**src/design/pru_pkg.sv**
```systemverilog
`timescale 1ns / 1ps
// Package for the pixel replication upscaler: widths, register and opcode codes,
// and the structs passed between the sequencer, the row buffer and the top level.
// Depends on nothing.
package pru_pkg;

    localparam int MAX_WIDTH  = 1024;
    localparam int COL_W      = $clog2(MAX_WIDTH);
    localparam int PIXEL_W    = 24;
    localparam int SCALE_W    = 7;
    localparam int WIDTH_W    = 11;
    localparam int HEIGHT_W   = 16;
    localparam int PAD_W      = 2;
    localparam int CFG_IDX_W  = 2;
    localparam int CFG_DATA_W = 16;

    localparam logic [SCALE_W-1:0] SCALE_MAX = SCALE_W'(100);

    localparam logic [CFG_IDX_W-1:0] REG_SCALE  = 2'd0;
    localparam logic [CFG_IDX_W-1:0] REG_WIDTH  = 2'd1;
    localparam logic [CFG_IDX_W-1:0] REG_HEIGHT = 2'd2;

    localparam logic OP_PIXEL = 1'b0;
    localparam logic OP_TICK  = 1'b1;

    // One access to the row buffer; a write and a read never share a cycle.
    typedef struct packed {
        logic               wr_en;
        logic               rd_en;
        logic [COL_W-1:0]   addr;
        logic [PIXEL_W-1:0] wdata;
    } pru_mem_req_t;

    // Result fields known when the word is accepted; the colour of a replayed
    // run comes later, from the registered read data of the row buffer.
    typedef struct packed {
        logic [PIXEL_W-1:0] colour;
        logic [SCALE_W-1:0] run_length;
        logic [PAD_W-1:0]   pad_bytes;
        logic               row_end;
        logic               frame_end;
        logic               rejected;
        logic               from_mem;
    } pru_res_t;

endpackage

```
**src/design/pru_seq.sv**
```systemverilog
`timescale 1ns / 1ps
// Sequencer of the upscaler: configuration registers, row and replay counters,
// row buffer requests and the result fields of each accepted word. Depends on pru_pkg.
module pru_seq (
    input  logic                              clk,
    input  logic                              rst_n,
    input  logic                              cfg_we,
    input  logic [pru_pkg::CFG_IDX_W-1:0]     cfg_index,
    input  logic [pru_pkg::CFG_DATA_W-1:0]    cfg_data,
    input  logic                              take,
    input  logic                              opcode,
    input  logic [pru_pkg::PIXEL_W-1:0]       pixel,
    output pru_pkg::pru_mem_req_t             mem_req,
    output logic                              res_valid,
    output pru_pkg::pru_res_t                 res
);
    import pru_pkg::*;

    logic [SCALE_W-1:0]  scale_reg;
    logic [WIDTH_W-1:0]  width_reg;
    logic [HEIGHT_W-1:0] height_reg;

    logic [COL_W-1:0]    column_reg, column_next;
    logic [HEIGHT_W-1:0] source_row_reg, source_row_next;
    logic [SCALE_W-1:0]  copies_left_reg, copies_left_next;
    logic [COL_W-1:0]    replay_column_reg, replay_column_next;
    logic                replaying_reg, replaying_next;

    logic [SCALE_W-1:0]  s_eff;
    logic [COL_W-1:0]    w_last;
    logic [HEIGHT_W-1:0] h_last;
    logic                last_row;
    logic [PAD_W-1:0]    row_pad;
    logic [PAD_W-1:0]    bytes_lo;
    logic [HEIGHT_W-1:0] row_after;
    logic                pix_last;
    logic                rep_last;
    logic                final_copy;

    always_ff @(posedge clk or negedge rst_n)
    begin
        if (!rst_n)
        begin
            scale_reg  <= SCALE_W'(1);
            width_reg  <= WIDTH_W'(1);
            height_reg <= HEIGHT_W'(1);
        end
        else if (cfg_we)
        begin
            unique case (cfg_index)
                REG_SCALE:  scale_reg  <= cfg_data[SCALE_W-1:0];
                REG_WIDTH:  width_reg  <= cfg_data[WIDTH_W-1:0];
                REG_HEIGHT: height_reg <= cfg_data[HEIGHT_W-1:0];
                default:    ;
            endcase
        end
    end

    // Out-of-range register values are clamped here.
    always_comb
    begin
        if (scale_reg == '0)
            s_eff = SCALE_W'(1);
        else if (scale_reg > SCALE_MAX)
            s_eff = SCALE_MAX;
        else
            s_eff = scale_reg;

        if (width_reg == '0)
            w_last = '0;
        else if (width_reg > WIDTH_W'(MAX_WIDTH))
            w_last = COL_W'(MAX_WIDTH - 1);
        else
            w_last = COL_W'(width_reg - WIDTH_W'(1));

        h_last = (height_reg == '0) ? '0 : height_reg - HEIGHT_W'(1);
    end

    assign last_row  = source_row_reg >= h_last;
    assign row_after = last_row ? '0 : source_row_reg + HEIGHT_W'(1);

    // Only the low two bits of width and scale matter for the padding mod 4.
    // The effective width is w_last + 1.
    assign bytes_lo = PAD_W'((w_last[PAD_W-1:0] + PAD_W'(1)) * s_eff[PAD_W-1:0] * PAD_W'(3));
    assign row_pad  = PAD_W'(0) - bytes_lo;

    assign pix_last   = column_reg >= w_last;
    assign rep_last   = replay_column_reg >= w_last;
    assign final_copy = copies_left_reg <= SCALE_W'(1);

    always_comb
    begin
        column_next        = column_reg;
        source_row_next    = source_row_reg;
        copies_left_next   = copies_left_reg;
        replay_column_next = replay_column_reg;
        replaying_next     = replaying_reg;
        mem_req            = '0;
        res_valid          = 1'b0;
        res                = '0;

        if (take)
        begin
            if (opcode == OP_PIXEL)
            begin
                res_valid = 1'b1;
                if (replaying_reg)
                begin
                    res.rejected = 1'b1;
                end
                else
                begin
                    mem_req.wr_en  = 1'b1;
                    mem_req.addr   = column_reg;
                    mem_req.wdata  = pixel;
                    res.colour     = pixel;
                    res.run_length = s_eff;
                    res.pad_bytes  = pix_last ? row_pad : '0;
                    res.row_end    = pix_last;
                    res.frame_end  = pix_last && (s_eff == SCALE_W'(1)) && last_row;
                    if (pix_last)
                    begin
                        column_next = '0;
                        if (s_eff > SCALE_W'(1))
                        begin
                            replaying_next     = 1'b1;
                            copies_left_next   = s_eff - SCALE_W'(1);
                            replay_column_next = '0;
                        end
                        else
                        begin
                            source_row_next = row_after;
                        end
                    end
                    else
                    begin
                        column_next = column_reg + COL_W'(1);
                    end
                end
            end
            else if (replaying_reg)
            begin
                res_valid      = 1'b1;
                mem_req.rd_en  = 1'b1;
                mem_req.addr   = replay_column_reg;
                res.from_mem   = 1'b1;
                res.run_length = s_eff;
                res.pad_bytes  = rep_last ? row_pad : '0;
                res.row_end    = rep_last;
                res.frame_end  = rep_last && final_copy && last_row;
                if (rep_last)
                begin
                    replay_column_next = '0;
                    if (final_copy)
                    begin
                        copies_left_next = '0;
                        replaying_next   = 1'b0;
                        source_row_next  = row_after;
                    end
                    else
                    begin
                        copies_left_next = copies_left_reg - SCALE_W'(1);
                    end
                end
                else
                begin
                    replay_column_next = replay_column_reg + COL_W'(1);
                end
            end
        end
    end

    always_ff @(posedge clk or negedge rst_n)
    begin
        if (!rst_n)
        begin
            column_reg        <= '0;
            source_row_reg    <= '0;
            copies_left_reg   <= '0;
            replay_column_reg <= '0;
            replaying_reg     <= 1'b0;
        end
        else
        begin
            column_reg        <= column_next;
            source_row_reg    <= source_row_next;
            copies_left_reg   <= copies_left_next;
            replay_column_reg <= replay_column_next;
            replaying_reg     <= replaying_next;
        end
    end

endmodule

```
**config.mk**
```make
export PLATFORM = sky130hd
export DESIGN_NAME = pru_seq
export DESIGN_NICKNAME = d
export VERILOG_FILES = /design/src/design/pru_pkg.sv /design/src/design/pru_seq.sv
export SDC_FILE = /design/constraint.sdc
export NUM_CORES = 1
export LEC_CHECK = 0
export BUFFER_PORTS_ARGS = -buffer_cell sky130_fd_sc_hd__buf_2
export CAP_MARGIN = 20
export CELL_PAD_IN_SITES_DETAIL_PLACEMENT = 1
export CELL_PAD_IN_SITES_GLOBAL_PLACEMENT = 2
export CORE_MARGIN = 2
export CORE_UTILIZATION = 31
export CTS_CLUSTER_DIAMETER = 80
export DETAILED_ROUTE_END_ITERATION = 10
export GPL_TIMING_DRIVEN = 0
export HOLD_SLACK_MARGIN = 0.12
export PLACE_DENSITY = 0.87
export SKIP_CTS_REPAIR_TIMING = 1
export SYNTH_ARGS = -nofsm -noshare
export SYNTH_HDL_FRONTEND = slang
export SYNTH_SLANG_ARGS = --single-unit
```
**constraint.sdc**
```tcl
create_clock -name clk -period 3.4 [get_ports clk]
set_input_delay 0.34 -clock clk [delete_from_list [all_inputs] [get_ports clk]]
set_output_delay 0.34 -clock clk [all_outputs]
set_load 0.05 [all_outputs]
```
======== Word-level counts from Yosys, hierarchy flattened ========
Index checks and enable logic that the tools add are counted.
word-level totals
  bits in registers ....................... 78
  bits of input ports ..................... 47
cells by class
  $add $sub $neg .......................... 9
  $mul .................................... 2
  order comparisons ....................... 7
  equal/unequal tests ..................... 8
  muxes and demuxes ....................... 54
  bitwise operators ....................... 2
  reduce and logical (&&, ||, !) cells .... 17
operator list
  cell                                                                               count
  16-bit two-way mux                                                                 9
  10-bit two-way mux                                                                 10
  7-bit two-way mux                                                                  9
  24-bit two-way mux                                                                 2
  37-bit two-way mux                                                                 1
  36-bit two-way mux                                                                 1
  35-bit two-way mux                                                                 1
  34-bit two-way mux                                                                 1
  11-bit two-way mux                                                                 3
  10-bit by 1-bit adder with 10-bit output (second input constant)                   2
  10-bit >= comparator                                                               2
  16-bit by 1-bit adder with 16-bit output (second input constant)                   1
  16-bit >= comparator                                                               1
  16-bit logical NOT                                                                 1
  16-bit by 1-bit subtractor with 16-bit output (second input constant)              1
  1-bit two-way mux                                                                  15
  7-bit by 1-bit subtractor with 7-bit output (second input constant)                2
  11-bit > comparator (second input constant)                                        1
  11-bit logical NOT                                                                 1
  10-bit by 1-bit subtractor with 10-bit output (second input constant)              1
  7-bit by 1-bit equality test with 1-bit output (second input constant)             1
  7-bit by 1-bit > comparator with 1-bit output (second input constant)              1
  7-bit > comparator (second input constant)                                         1
  7-bit by 1-bit less-or-equal comparator with 1-bit output (second input constant)  1
  19 further kinds                                                                   30

======== Logic depth before layout (Yosys ltp) ========
  depth in word-level cells ............... 11
  depth in mapped cells ................... 15
  mapped depth without buffers ............ 14

======== Worst setup path after synthesis ========
Ideal clock, no wire load.
  path type ............................... register to output
  start point ............................. register width_reg[0]
  end point ............................... output res[5] in the netlist's numbering
  arrival time ............................ 4.481 ns
  required time ........................... 3.060 ns
  path slack .............................. -1.421 ns
  cell stages (with the launch flop) ...... 16
  buffers on the path ..................... 2
  path through ............................ dfstp_2 > inv_1 > ha_1 > nor3b_4 > nand3_2 > or4_1 > buf_2 > a21o_1 > ha_1 > or3b_1 > o2111ai_1 > a21o_1 > a21oi_1 > buf_2 > mux2i_1 > nor4_1
RTL lines
  item                      RTL line       text
  start: declaration        pru_seq.sv:20  logic [WIDTH_W-1:0] width_reg;
  start signal: assignment  pru_seq.sv:52  REG_WIDTH: width_reg <= cfg_data[WIDTH_W-1:0];
  end: declaration          pru_seq.sv:15  output pru_pkg::pru_res_t res

==> flow_metrics.env <==
export IMPL_dp_cells=1046
export IMPL_syn2layout_area_growth_pct=30.95
export IMPL_gp_congestion=0.7870
export IMPL_via_per_inst=5.142
export IMPL_grt_max_degree=48
export IMPL_syn_area_per_cell_um2=9.157
export IMPL_fin_cells=1095
export IMPL_busiest_layer="met2"
export IMPL_synth_edf_count=0
export IMPL_violations="setup timing"
export IMPL_clock_skew_final_ns=0.007450
export IMPL_coreArea_um2=19270
export IMPL_synth_cells=660
export IMPL_first_global_vias=5488
export IMPL_firstDrtPassIters=4
export IMPL_period_share=1.228
export IMPL_root_buffer="clkbuf_16"
export IMPL_async_flop_share=1.000
export IMPL_tightest_slew_ns=1.012
export IMPL_die_height_um=143.6
export IMPL_cp_start_kind="register"
export IMPL_ir_drop_mv=0.2924
export IMPL_cp_max_fo=5
export IMPL_vias=5630
export IMPL_synth_top_area_cell="dfrtp_1"
export IMPL_clock_fmax_mhz=239.4
export IMPL_grt_overflow=0
export IMPL_antenna_left=0
export IMPL_required_ns=3.06
export IMPL_antenna_cells=0
export IMPL_drv_slew=0
export IMPL_period_needed_ns=4.177
export IMPL_cts_buffers=9
export IMPL_cts_max_level=3
export IMPL_wl_per_cell_um=17.59
export IMPL_clk_latency_ns=0.36
export IMPL_grt_pass1_wl_mm=29.41
export IMPL_fin_nets=918
export IMPL_syn_nets=753
export IMPL_grtUsageTotal=0.1814
export IMPL_antenna_found_initial=0
export IMPL_p_per_area_nw_per_um2=422.0
export IMPL_synth_top_cell_area_share=0.3106
export IMPL_crit_path_end_kind="primary output"
export IMPL_drive_gt1_frac=0.3687
export IMPL_initial_utilization=0.3136
export IMPL_path_clk_slew_ns=0.07
export IMPL_ys_seq_area_frac=0.3236
export IMPL_drt_total_wl_mm=19.26
export IMPL_relSlewSlack=0.3239
export IMPL_hold_viol_final=0
export IMPL_met3_usage=0.02233
export IMPL_clk_path_buf_depth=2
export IMPL_synth_ff_latch_count=78
export IMPL_grt_use_met1=0.2575
export IMPL_crit_type="reg2out"
export IMPL_hold_class="in2reg"
export IMPL_syn_area_um2=6043
export IMPL_cts_tree="done"
export IMPL_total_power_mw=3.339
export IMPL_yosys_warnings=0
export IMPL_critPathArrivalTime_ns=3.84
export IMPL_die_area_um2=20630
export IMPL_run_status="finished, violations left"
export IMPL_drv_cap=0
export IMPL_synthFlopType="dfrtp_1"
export IMPL_portBuffers=120
export IMPL_rsz0062_at_grt="true"
export IMPL_finalWorstSetupSlack_ns=-0.7768
export IMPL_crit_path_start="width_reg[0]"
export IMPL_rows=51
export IMPL_drc=0
export IMPL_r2r_start="width_reg[0]"
export IMPL_ios=121
export IMPL_setup_viol=39
export IMPL_synth_cell_type_count=71
export IMPL_fillers=2333
export IMPL_synth_area_leaders="dfrtp_1, ha_1, mux2_2, and3_1, nand2_1"
export IMPL_dieWidth_um=143.6
export IMPL_power_leakage_nw=3.900
export IMPL_post_dp_hpwl_mm=14.18
export IMPL_drtIter0Drc=239
export IMPL_clock_sinks=78
export IMPL_grt_use_met2=0.2872
export IMPL_min_delay_start="cfg_data[13]"
## cell families after synthesis
family,count (synthesis),share of synthesized area
compound gates,152,0.1830
xor+xnor,25,0.03623
fa+ha+maj,46,0.09524
buf+inv,71,0.06418
flops,78,0.3236
mux,38,0.07060
simple gates,250,0.2271
## placed cells by master (no fill, tap or decap), drive strengths merged, types with 7 or more instances in the layout
cell,count
nor2,49
o21ai,28
a31oi,10
ha,46
nand4,8
o32ai,9
o21a,8
and2,8
nand2,57
xor2,15
and3,41
clkbuf,19
nand3,22
nand2b,7
buf,191
nor3,22
a21oi,28
nor4,8
inv,25
xnor2,10
a211o,7
mux2,37
a22o,20
dfrtp,75
## cell type report
cell class | instances | area, µm² | area share
inverter | 22 | 85.08 | 0.01075
clock inverter | 7 | 105.1 | 0.01328
tap | 265 | 331.6 | 0.04190
timing repair buffer | 154 | 920.9 | 0.1164
sequential | 78 | 1956 | 0.2471
clock buffer | 9 | 225.2 | 0.02846
buffer | 48 | 326.6 | 0.04126
multi-input combinational | 512 | 3964 | 0.5009
## path summary, 6_finish.rpt
check | end | slack, ns | cells past startpoint
hold / removal | height_reg[13] | 0.21 | 2
min in group asynchronous | height_reg[15] | 0.48 | 2
hold reg to reg | height_reg[6] | 0.55 | 1
setup / recovery | res[5] | -0.78 | 14
setup reg to reg | source_row_reg[7] | -0.47 | 16
max in group asynchronous | scale_reg[0] | 2.27 | 3
## worst max-delay path: stages (launching register included)
cell	delay, ns
dfstp_2	0.39
inv_4	0.08
ha_4	0.14
nor3b_4	0.23
nand3_2	0.14
or4_4	0.50
a21o_4	0.25
ha_1	0.28
or3b_1	0.40
o2111ai_2	0.11
nand4_2	0.19
and2_4	0.21
mux2i_4	0.25
nor4_4	0.10
buf_6	0.20
## where the power goes
part           internal, mW  switching (mW)
clock network         0.655           0.443
registers              1.04           0.155
logic                 0.434           0.617
## through the flow
step	utilization	worst slack (ns)	setup TNS [ns]	hold slack (ns)	area, µm²
floorplan	-	-0.3435	-1.162	0.04441	6156
global placement	0.3678	-0.6985	-17.35	0.5137	7088
detailed placement	0.3694	-0.6960	-18.19	0.3219	7118
CTS	0.3865	-1.112	-21.60	-0.05843	7448
global route	0.4107	-0.9088	-18.74	0.2198	7914
finish	0.4107	-0.7768	-12.99	0.2120	7914
## per-layer routing
layer	vias up	wire length, µm
li1	2751	-
met1	2792	9051
met2	71	9443
met3	16	495
met4	0	269
met5	-	0
## cell usage after synthesis, drive strengths merged, types with 22 or more instances
cell type,instances
dfrtp,75
nand2,57
nor2,49
ha,46
and3,41
buf,38
mux2,37
a21oi,28
o21ai,28
inv,22
nand3,22
nor3,22
Power figures use the tool's default switching activity.
